**src/rtl/bbr1_pkg.sv**
```systemverilog
// ----------------------------------------------------------------------------
// bbr1_pkg
// Types and constants shared by the ByteRun1 bitplane decoder modules.
// ----------------------------------------------------------------------------
`default_nettype none

package bbr1_pkg;

  localparam int unsigned ROW_BYTES_W = 14;
  localparam int unsigned ROWS_W      = 16;
  localparam int unsigned CURSOR_W    = 13;
  localparam int unsigned PLANE_W     = 5;
  localparam int unsigned CFG_DATA_W  = 16;

  // Register indexes
  localparam logic CFG_ROW_BYTES  = 1'b0;
  localparam logic CFG_IMAGE_ROWS = 1'b1;

  // Reset values of the registers
  localparam logic [ROW_BYTES_W-1:0] ROW_BYTES_RST  = 14'd2;
  localparam logic [ROWS_W-1:0]      IMAGE_ROWS_RST = 16'd1;

  // Header byte that does nothing
  localparam logic [7:0] NOOP_HEADER = 8'h80;

  // 24 planes per pixel row: 3 components times 8 bits
  localparam logic [PLANE_W-1:0] LAST_PLANE = 5'd23;

  typedef enum logic [1:0] {
    MODE_HEADER,
    MODE_LITERAL,
    MODE_REPEAT
  } mode_e;

  typedef struct packed {
    logic [7:0] data_byte;
    logic       frame_start;
  } in_item_t;

  typedef struct packed {
    logic [PLANE_W-1:0]  plane_index;
    logic [ROWS_W-1:0]   row_index;
    logic [CURSOR_W-1:0] byte_position;
    logic [7:0]          run_value;
    logic [7:0]          run_count;
    logic                plane_row_end;
    logic                image_end;
    logic                overrun;
  } out_item_t;

  // Run command from the front end to the back end
  typedef struct packed {
    logic       clear;        // reset cursors and discard state first
    logic       emit;         // carries a literal or repeat value byte
    logic       packet_left;  // more literal bytes follow in this packet
    logic [7:0] value;
    logic [7:0] want;         // requested byte count, 1..128
  } cmd_t;

  typedef struct packed {
    logic [ROW_BYTES_W-1:0] row_bytes;
    logic [ROWS_W-1:0]      image_rows;
  } cfg_t;

endpackage

`default_nettype wire

```
**src/rtl/bbr1_front.sv**
```systemverilog
// ----------------------------------------------------------------------------
// bbr1_front
// Header parser: accepts stream bytes, tracks packet mode and count, and
// turns value bytes and frame starts into run commands.
// ----------------------------------------------------------------------------
`default_nettype none

module bbr1_front (
  input  wire logic              clk_i,
  input  wire logic              rst_ni,
  input  wire logic              in_valid_i,
  output logic                   in_stall_o,
  input  wire bbr1_pkg::in_item_t in_item_i,
  input  wire logic              q_full_i,
  output logic                   push_o,
  output bbr1_pkg::cmd_t         cmd_o
);

  bbr1_pkg::mode_e mode_q, mode_d, mode_eff;
  logic [7:0]      pending_q, pending_d, pending_eff, pending_dec;
  logic            accept;

  assign in_stall_o = q_full_i;
  assign accept     = in_valid_i && !q_full_i;

  // frame start forces header mode before the byte is looked at
  assign mode_eff    = in_item_i.frame_start ? bbr1_pkg::MODE_HEADER : mode_q;
  assign pending_eff = in_item_i.frame_start ? 8'd0 : pending_q;
  assign pending_dec = pending_eff - 8'd1;

  // next state
  always_comb begin
    mode_d    = mode_q;
    pending_d = pending_q;
    if (accept) begin
      unique case (mode_eff)
        bbr1_pkg::MODE_HEADER: begin
          if (in_item_i.data_byte < bbr1_pkg::NOOP_HEADER) begin
            pending_d = in_item_i.data_byte + 8'd1;
            mode_d    = bbr1_pkg::MODE_LITERAL;
          end else if (in_item_i.data_byte > bbr1_pkg::NOOP_HEADER) begin
            // 257 - n modulo 256
            pending_d = 8'd1 - in_item_i.data_byte;
            mode_d    = bbr1_pkg::MODE_REPEAT;
          end else begin
            pending_d = pending_eff;
            mode_d    = bbr1_pkg::MODE_HEADER;
          end
        end
        bbr1_pkg::MODE_LITERAL: begin
          pending_d = pending_dec;
          mode_d    = (pending_dec == 8'd0) ? bbr1_pkg::MODE_HEADER
                                            : bbr1_pkg::MODE_LITERAL;
        end
        bbr1_pkg::MODE_REPEAT: begin
          pending_d = 8'd0;
          mode_d    = bbr1_pkg::MODE_HEADER;
        end
        default: begin
          pending_d = 8'd0;
          mode_d    = bbr1_pkg::MODE_HEADER;
        end
      endcase
    end
  end

  // command build
  always_comb begin
    cmd_o.clear       = in_item_i.frame_start;
    cmd_o.value       = in_item_i.data_byte;
    cmd_o.emit        = 1'b0;
    cmd_o.packet_left = 1'b0;
    cmd_o.want        = 8'd1;
    unique case (mode_eff)
      bbr1_pkg::MODE_LITERAL: begin
        cmd_o.emit        = 1'b1;
        cmd_o.packet_left = (pending_dec != 8'd0);
      end
      bbr1_pkg::MODE_REPEAT: begin
        cmd_o.emit = 1'b1;
        cmd_o.want = pending_eff;
      end
      default: begin
        cmd_o.emit = 1'b0;
      end
    endcase
    // headers only travel when they carry a frame start
    push_o = accept && (cmd_o.emit || in_item_i.frame_start);
  end

  always_ff @(posedge clk_i or negedge rst_ni) begin
    if (!rst_ni) begin
      mode_q    <= bbr1_pkg::MODE_HEADER;
      pending_q <= 8'd0;
    end else begin
      mode_q    <= mode_d;
      pending_q <= pending_d;
    end
  end

endmodule

`default_nettype wire

```
**src/rtl/bbr1_cmd_fifo.sv**
```systemverilog
// ----------------------------------------------------------------------------
// bbr1_cmd_fifo
// Two-entry command queue between the header parser and the run unit.
// ----------------------------------------------------------------------------
`default_nettype none

module bbr1_cmd_fifo (
  input  wire logic           clk_i,
  input  wire logic           rst_ni,
  input  wire logic           push_i,
  input  wire bbr1_pkg::cmd_t cmd_i,
  output logic                full_o,
  output logic                valid_o,
  input  wire logic           pop_i,
  output bbr1_pkg::cmd_t      cmd_o
);

  bbr1_pkg::cmd_t entry_q [2];
  logic           wr_ptr_q, rd_ptr_q;
  logic [1:0]     count_q, count_d;
  logic           do_push, do_pop;

  assign full_o  = (count_q == 2'd2);
  assign valid_o = (count_q != 2'd0);
  assign cmd_o   = entry_q[rd_ptr_q];
  assign do_push = push_i && !full_o;
  assign do_pop  = pop_i && valid_o;

  always_comb begin
    count_d = count_q;
    if (do_push && !do_pop) count_d = count_q + 2'd1;
    else if (!do_push && do_pop) count_d = count_q - 2'd1;
  end

  // pointers and fill level
  always_ff @(posedge clk_i or negedge rst_ni) begin
    if (!rst_ni) begin
      wr_ptr_q <= 1'b0;
      rd_ptr_q <= 1'b0;
      count_q  <= 2'd0;
    end else begin
      if (do_push) wr_ptr_q <= ~wr_ptr_q;
      if (do_pop)  rd_ptr_q <= ~rd_ptr_q;
      count_q <= count_d;
    end
  end

  // entry storage, no reset
  always_ff @(posedge clk_i) begin
    if (do_push) entry_q[wr_ptr_q] <= cmd_i;
  end

endmodule

`default_nettype wire

```
**src/rtl/bbr1_back.sv**
```systemverilog
// ----------------------------------------------------------------------------
// bbr1_back
// Run unit: places each run command at the plane/row cursor, clips at the
// row end, drops the tail of an overrun literal packet, and holds the
// result in an output register.
// ----------------------------------------------------------------------------
`default_nettype none

module bbr1_back #(
  parameter int unsigned MAX_ROW_BYTES = 8192
) (
  input  wire logic             clk_i,
  input  wire logic             rst_ni,
  input  wire bbr1_pkg::cfg_t   cfg_i,
  input  wire logic             q_valid_i,
  input  wire bbr1_pkg::cmd_t   cmd_i,
  output logic                  pop_o,
  output logic                  out_valid_o,
  input  wire logic             out_stall_i,
  output bbr1_pkg::out_item_t   out_item_o
);

  localparam int unsigned RBW = bbr1_pkg::ROW_BYTES_W;
  localparam int unsigned CW  = bbr1_pkg::CURSOR_W;
  localparam int unsigned RW  = bbr1_pkg::ROWS_W;
  localparam int unsigned PW  = bbr1_pkg::PLANE_W;
  localparam logic [RBW-1:0] MAX_RB = RBW'(MAX_ROW_BYTES);

  logic [CW-1:0]  byte_cur_q, byte_cur_d, byte_cur_b;
  logic [PW-1:0]  plane_cur_q, plane_cur_d, plane_cur_b;
  logic [RW-1:0]  row_cur_q, row_cur_d, row_cur_b;
  logic           discard_q, discard_d, discard_b;
  logic           out_valid_q, out_valid_d;
  bbr1_pkg::out_item_t out_q, res;

  logic [RBW-1:0] eff, left, want_w, count_w, cur_w;
  logic [RW-1:0]  rows_m1;
  logic           clipped, row_end, img_end, do_run;

  assign out_valid_o = out_valid_q;
  assign out_item_o  = out_q;
  assign pop_o       = q_valid_i && (!out_valid_q || !out_stall_i);

  // cursors seen by this command, after an optional frame clear
  assign byte_cur_b  = cmd_i.clear ? '0 : byte_cur_q;
  assign plane_cur_b = cmd_i.clear ? '0 : plane_cur_q;
  assign row_cur_b   = cmd_i.clear ? '0 : row_cur_q;
  assign discard_b   = cmd_i.clear ? 1'b0 : discard_q;
  assign do_run      = pop_o && cmd_i.emit && !discard_b;

  // effective row length and bytes left in the row
  always_comb begin
    if (cfg_i.row_bytes == '0)         eff = RBW'(1);
    else if (cfg_i.row_bytes > MAX_RB) eff = MAX_RB;
    else                               eff = cfg_i.row_bytes;
    rows_m1 = (cfg_i.image_rows == '0) ? '0 : cfg_i.image_rows - RW'(1);
    cur_w   = {1'b0, byte_cur_b};
    left    = (cur_w < eff) ? (eff - cur_w) : RBW'(1);
    want_w  = {{(RBW-8){1'b0}}, cmd_i.want};
    clipped = (want_w > left);
    count_w = clipped ? left : want_w;
    row_end = (count_w == left);
    img_end = row_end && (plane_cur_b >= bbr1_pkg::LAST_PLANE) && (row_cur_b >= rows_m1);
  end

  // result fields
  always_comb begin
    res.plane_index   = plane_cur_b;
    res.row_index     = row_cur_b;
    res.byte_position = byte_cur_b;
    res.run_value     = cmd_i.value;
    res.run_count     = count_w[7:0];
    res.plane_row_end = row_end;
    res.image_end     = img_end;
    res.overrun       = clipped || (row_end && cmd_i.packet_left);
  end

  // cursor and discard update
  always_comb begin
    byte_cur_d  = byte_cur_q;
    plane_cur_d = plane_cur_q;
    row_cur_d   = row_cur_q;
    discard_d   = discard_q;
    if (pop_o) begin
      byte_cur_d  = byte_cur_b;
      plane_cur_d = plane_cur_b;
      row_cur_d   = row_cur_b;
      discard_d   = discard_b;
      if (cmd_i.emit && discard_b) begin
        // tail of a clipped literal packet: consumed silently
        discard_d = cmd_i.packet_left;
      end else if (do_run) begin
        discard_d = row_end && cmd_i.packet_left;
        if (row_end) begin
          byte_cur_d = '0;
          if (img_end) begin
            plane_cur_d = '0;
            row_cur_d   = '0;
          end else if (plane_cur_b >= bbr1_pkg::LAST_PLANE) begin
            plane_cur_d = '0;
            row_cur_d   = row_cur_b + RW'(1);
          end else begin
            plane_cur_d = plane_cur_b + PW'(1);
          end
        end else begin
          byte_cur_d = byte_cur_b + count_w[CW-1:0];
        end
      end
    end
  end

  // output register handshake
  always_comb begin
    if (do_run)            out_valid_d = 1'b1;
    else if (!out_stall_i) out_valid_d = 1'b0;
    else                   out_valid_d = out_valid_q;
  end

  always_ff @(posedge clk_i or negedge rst_ni) begin
    if (!rst_ni) begin
      byte_cur_q  <= '0;
      plane_cur_q <= '0;
      row_cur_q   <= '0;
      discard_q   <= 1'b0;
      out_valid_q <= 1'b0;
    end else begin
      byte_cur_q  <= byte_cur_d;
      plane_cur_q <= plane_cur_d;
      row_cur_q   <= row_cur_d;
      discard_q   <= discard_d;
      out_valid_q <= out_valid_d;
    end
  end

  always_ff @(posedge clk_i) begin
    if (do_run) out_q <= res;
  end

endmodule

`default_nettype wire

```
**src/rtl/bitplane_byterun1_decoder.sv**
```systemverilog
// Path: a value byte accepted by the parser is written into the command
//   queue; the run unit then registers its result, raising out_valid_o.
// Throughput: one byte per cycle; the run unit updates its cursors as it
//   takes each command. An output stall holds the run unit, and the input
//   stalls once the two-entry queue has filled.
// Reset: rst_ni (async, low) clears mode, cursors and queue; row_bytes
//   returns to 2 and image_rows to 1. No clearing pass is needed.
// ----------------------------------------------------------------------------
// bitplane_byterun1_decoder
// ByteRun1 stream decoder that emits byte runs for 24-plane bitmap rows.
// ----------------------------------------------------------------------------
`default_nettype none

module bitplane_byterun1_decoder #(
  parameter int unsigned MAX_ROW_BYTES = 8192
) (
  input  wire logic                                 clk_i,
  input  wire logic                                 rst_ni,
  input  wire logic                                 cfg_we_i,
  input  wire logic                                 cfg_index_i,
  input  wire logic [bbr1_pkg::CFG_DATA_W-1:0]      cfg_data_i,
  input  wire logic                                 in_valid_i,
  output logic                                      in_stall_o,
  input  wire bbr1_pkg::in_item_t                   in_item_i,
  output logic                                      out_valid_o,
  input  wire logic                                 out_stall_i,
  output bbr1_pkg::out_item_t                       out_item_o
);

  bbr1_pkg::cfg_t cfg_q;
  bbr1_pkg::cmd_t push_cmd, pop_cmd;
  logic           push, pop, q_full, q_valid;

  // configuration registers
  always_ff @(posedge clk_i or negedge rst_ni) begin
    if (!rst_ni) begin
      cfg_q.row_bytes  <= bbr1_pkg::ROW_BYTES_RST;
      cfg_q.image_rows <= bbr1_pkg::IMAGE_ROWS_RST;
    end else if (cfg_we_i) begin
      unique case (cfg_index_i)
        bbr1_pkg::CFG_ROW_BYTES:  cfg_q.row_bytes  <= cfg_data_i[bbr1_pkg::ROW_BYTES_W-1:0];
        bbr1_pkg::CFG_IMAGE_ROWS: cfg_q.image_rows <= cfg_data_i[bbr1_pkg::ROWS_W-1:0];
        default: ;
      endcase
    end
  end

  bbr1_front u_front (
    .clk_i      (clk_i),
    .rst_ni     (rst_ni),
    .in_valid_i (in_valid_i),
    .in_stall_o (in_stall_o),
    .in_item_i  (in_item_i),
    .q_full_i   (q_full),
    .push_o     (push),
    .cmd_o      (push_cmd)
  );

  bbr1_cmd_fifo u_fifo (
    .clk_i   (clk_i),
    .rst_ni  (rst_ni),
    .push_i  (push),
    .cmd_i   (push_cmd),
    .full_o  (q_full),
    .valid_o (q_valid),
    .pop_i   (pop),
    .cmd_o   (pop_cmd)
  );

  bbr1_back #(
    .MAX_ROW_BYTES (MAX_ROW_BYTES)
  ) u_back (
    .clk_i       (clk_i),
    .rst_ni      (rst_ni),
    .cfg_i       (cfg_q),
    .q_valid_i   (q_valid),
    .cmd_i       (pop_cmd),
    .pop_o       (pop),
    .out_valid_o (out_valid_o),
    .out_stall_i (out_stall_i),
    .out_item_o  (out_item_o)
  );

endmodule

`default_nettype wire

```
**config.mk**
```make
export PLATFORM = sky130hd
export DESIGN_NAME = bitplane_byterun1_decoder
export DESIGN_NICKNAME = d
export VERILOG_FILES = /design/src/rtl/bbr1_pkg.sv /design/src/rtl/bbr1_front.sv /design/src/rtl/bbr1_cmd_fifo.sv /design/src/rtl/bbr1_back.sv /design/src/rtl/bitplane_byterun1_decoder.sv
export SDC_FILE = /design/constraint.sdc
export NUM_CORES = 1
export LEC_CHECK = 0
export BUFFER_PORTS_ARGS = -buffer_cell sky130_fd_sc_hd__buf_2
export CAP_MARGIN = 0
export CORE_MARGIN = 3
export CORE_UTILIZATION = 25
export DETAILED_ROUTE_END_ITERATION = 12
export GPL_TIMING_DRIVEN = 0
export SLEW_MARGIN = 10
export SYNTH_ARGS = -nofsm -noshare
export SYNTH_HDL_FRONTEND = slang
export SYNTH_SLANG_ARGS = --single-unit
```
**constraint.sdc**
```tcl
create_clock -name clk_i -period 17.4 [get_ports clk_i]
set_input_delay 1.74 -clock clk_i [delete_from_list [all_inputs] [get_ports clk_i]]
set_output_delay 1.74 -clock clk_i [all_outputs]
set_load 0.01 [all_outputs]
```
==> impl_metrics.json <==
{
  "cp_common_cell": "clkbuf_1",
  "ir_drop_uv": 70.84,
  "grt_start_max_net_pins": 48,
  "endpoint_kind": "flop",
  "finalCritPeriodShare_pct": 61.75,
  "grt_pass1_vias": 7500,
  "areaGrowthSynthToFinish_pct": 17.91,
  "totalWireLength_um": 25810,
  "num_antenna_cells": 0,
  "io_pins": 86,
  "synth.most_common_cell": "nand2_1",
  "final_util_pct": 30.08,
  "synth.ff_latch_count": 171,
  "htreeDepth": 4,
  "dieArea_um2": 42140,
  "clkSinkCount": 171,
  "p_per_area_nw_per_um2": 161.1,
  "drtIter0Drc": 612,
  "first_pass_iters": 5,
  "coreArea_um2": 38920,
  "rsz0062_at_grt": "no",
  "hold_class": "reg -> reg",
  "drv_slew": 0,
  "cts_resized": 0,
  "gp_congestion": 0.8810,
  "power.share.clock_pct": 20.7,
  "status": "finished, final reports clean",
  "seqPwrFrac_pct": 33.6,
  "cp_max_fo": 10,
  "synth_top_area_share_pct": 27.52,
  "critPathBufInv": 7,
  "cts_tree": "built",
  "grt_pass1_wl_um": 41230,
  "cpMaxStageDelayCell": "mux2i_1",
  "setup_viol": 0,
  "start_util_pct": 25.51,
  "slew_headroom_pct": 34.80,
  "synthArstFlopShare_pct": 46.78,
  "overflow": 0,
  "die_h_um": 205.3,
  "startpoint_type": "flop",
  "syn-cell-area_um2": 9928,
  "clockRootBuffer": "clkbuf_16",
  "avgRoutedWirePerCell_um": 16.19,
  "critPathArrivalTime_ps": 11070,
  "worstMarginPinSlew_ps": 950.9,
  "pwr-share-comb_pct": 45.7,
  "intPower_uw": 1121,
  "ys.flop_type": "edfxtp_1",
  "track_usage_pct": 12.48,
  "clock_skew_ps": 10.38,
  "yosys_warnings": 0,
  "post-route-drc-count": 0,
  "io_buffers": 85,
  "critPathTopFamily": "compound AO/OA/AOI/OAI gates",
  "cts_hold_buf": 0,
  "p_switching_uw": 764.6,
  "dp_hpwl_um": 19490,
  "crit_type": "reg -> reg",
  "synth.top_cells.by_area": "edfxtp_1, dfrtp_1, ha_1, mux2_2, nand2_1",
  "avgSynthCellArea_um2": 10.43,
  "synth_edf_count": 91,
  "synth_cells": 952,
  "leakage_uw": 0.005042,
  "antenna_found_initial": 1,
  "cp.required_ps": 17730,
  "yosysTopAreaCell": "edfxtp_1",
  "ant_nets": 0,
  "num_rows": 72,
  "tns_ps": 0,
  "max_freq_mhz": 93.07,
  "switching_share_pct": 40.56,
  "max_cap_violations": 0,
  "hold_viol_final": 0,
  "vias": 7650,
  "nNetsFinal": 1158,
  "finalPower_uw": 1885,
  "synth_common_cells": "nand2_1, edfxtp_1, dfrtp_1, ha_1, nor2_1",
  "cts_buffer_depth": 2,
  "via_per_inst": 4.799,
  "cts.clk_slew.worst_paths_ps": 70,
  "seq_area_frac_synth_pct": 47.71,
  "drive_above_1_share_pct": 16.73,
  "min_period_ps": 10750,
  "post_cts_buffers": 0,
  "clk-insertion-delay-late_ps": 440,
  "ys_types": 68,
  "cpPeakStageDelay_ps": 870,
  "die_x_um": 205.3,
  "cts-buffers-inserted": 17
}
## power by group through the flow
stage / registers [uW] / clock network [uW] / logic, uW
after detailed placement: 644 / 0 / 862
final: 633 / 391 / 861
after global routing: 647 / 416 / 964
after global placement: 654 / 0 / 828
after floorplan: 657 / 0 / 568
after CTS: 637 / 400 / 868
## cell families (layout without fill, tap and decap cells)
logic type / after synthesis / count (layout) / synth area share (%)
fa+ha+maj: 64 / 64 / 8.217
flops: 171 / 171 / 47.71
other cells: 1 / 4 / 0.03777
mux: 54 / 54 / 5.961
buf+inv: 76 / 197 / 3.050
compound gates: 194 / 194 / 13.42
xor+xnor: 47 / 47 / 4.146
simple gates: 345 / 345 / 17.45
## worst min-delay path, delay by kind of cell (launching register included)
kind | cells | cell delay [ps]
AOI/OAI and AO/OA | 1 | 50
and+or+nand+nor | 1 | 50
DFF | 1 | 340
## metal layers
metal | share of wire, % | GRT usage, % | wire (um)
met3 | 4.6 | 2.294 | 1190
met1 | 48 | 17.78 | 12470
met4 | 1.1 | 3.222 | 296
met2 | 46 | 19.54 | 11830
met5 | 0.077 | 0 | 20
## worst paths after layout
path / startpoint / endpoint / slack [ps] / cells after the start
worst max-delay path: u_fifo.rd_ptr_q / u_back.byte_cur_q[12] / 6650 / 37
worst min-delay path: u_back.byte_cur_q[8] / u_back.byte_cur_q[8] / 480 / 2
worst max register to register: u_fifo.rd_ptr_q / u_back.byte_cur_q[12] / 6650 / 37
worst min register to register: u_back.byte_cur_q[8] / u_back.byte_cur_q[8] / 480 / 2
max in group asynchronous: rst_ni / cfg_q[17] / 15460 / 2
min in group asynchronous: rst_ni / u_back.byte_cur_q[5] / 1260 / 1
## per-stage QoR
step / cells / hold WS (ps) / area [um2] / setup slack (ps)
6_report: 1594 / 480.3 / 11710 / 6655
5_1_grt: 1594 / 497.4 / 11710 / 5893
4_1_cts: 1594 / 482.4 / 11710 / 6799
3_5_place_dp: 1562 / 465.5 / 11120 / 6842
3_3_place_gp: 1558 / 459.5 / 11010 / 6961
2_1_floorplan: 955 / 448.4 / 9940 / 9483
## flip-flops by register name, summed over array words and instances, names as in the netlist
| name | flops |
|---|---|
| u_fifo.wr_ptr_q | 1 |
| u_back.byte_cur_q | 13 |
| u_back.out_valid_o | 1 |
| u_back.out_item_o | 53 |
| u_back.discard_q | 1 |
| u_back.row_cur_q | 16 |
| u_fifo.count_q | 2 |
| u_back.plane_cur_q | 5 |
| u_front.mode_q | 2 |
| u_fifo.rd_ptr_q | 1 |
| cfg_q | 30 |
| u_fifo.entry_q | 38 |
| u_front.pending_q | 8 |
## layout make-up
class,instances,area (um2)
plain buffers,28,122.6
repair buffers,89,518.0
fillers,4040,27210
clock inverters,14,157.7
inverters,48,180.2
multi-input cells,708,4913
flip-flops and latches,171,4737
well taps,518,648.1
clock buffers,18,429.2
## cell usage in the layout (no fill, tap or decap), types with 5 or more instances in the layout
master / instances
nand2_1: 117
edfxtp_1: 91
buf_2: 85
dfrtp_1: 78
ha_1: 62
nor2_1: 54
inv_1: 48
a21oi_1: 43
o21ai_0: 43
mux2_2: 41
and2_1: 35
nand3_1: 28
xnor2_1: 27
clkbuf_1: 21
nor2b_1: 21
xor2_1: 20
clkbuf_16: 17
a21o_1: 14
a22o_1: 14
mux2i_1: 13
nor3_1: 12
and3_1: 12
nand2b_1: 12
o21bai_1: 11
or3_1: 11
o211ai_1: 10
nand4_1: 9
nor4_1: 7
or4_1: 7
o21a_1: 7
a31oi_1: 7
o221ai_1: 7
o31ai_1: 6
inv_6: 6
nor4b_1: 5
No activity file was read; power rests on OpenSTA's default activity.
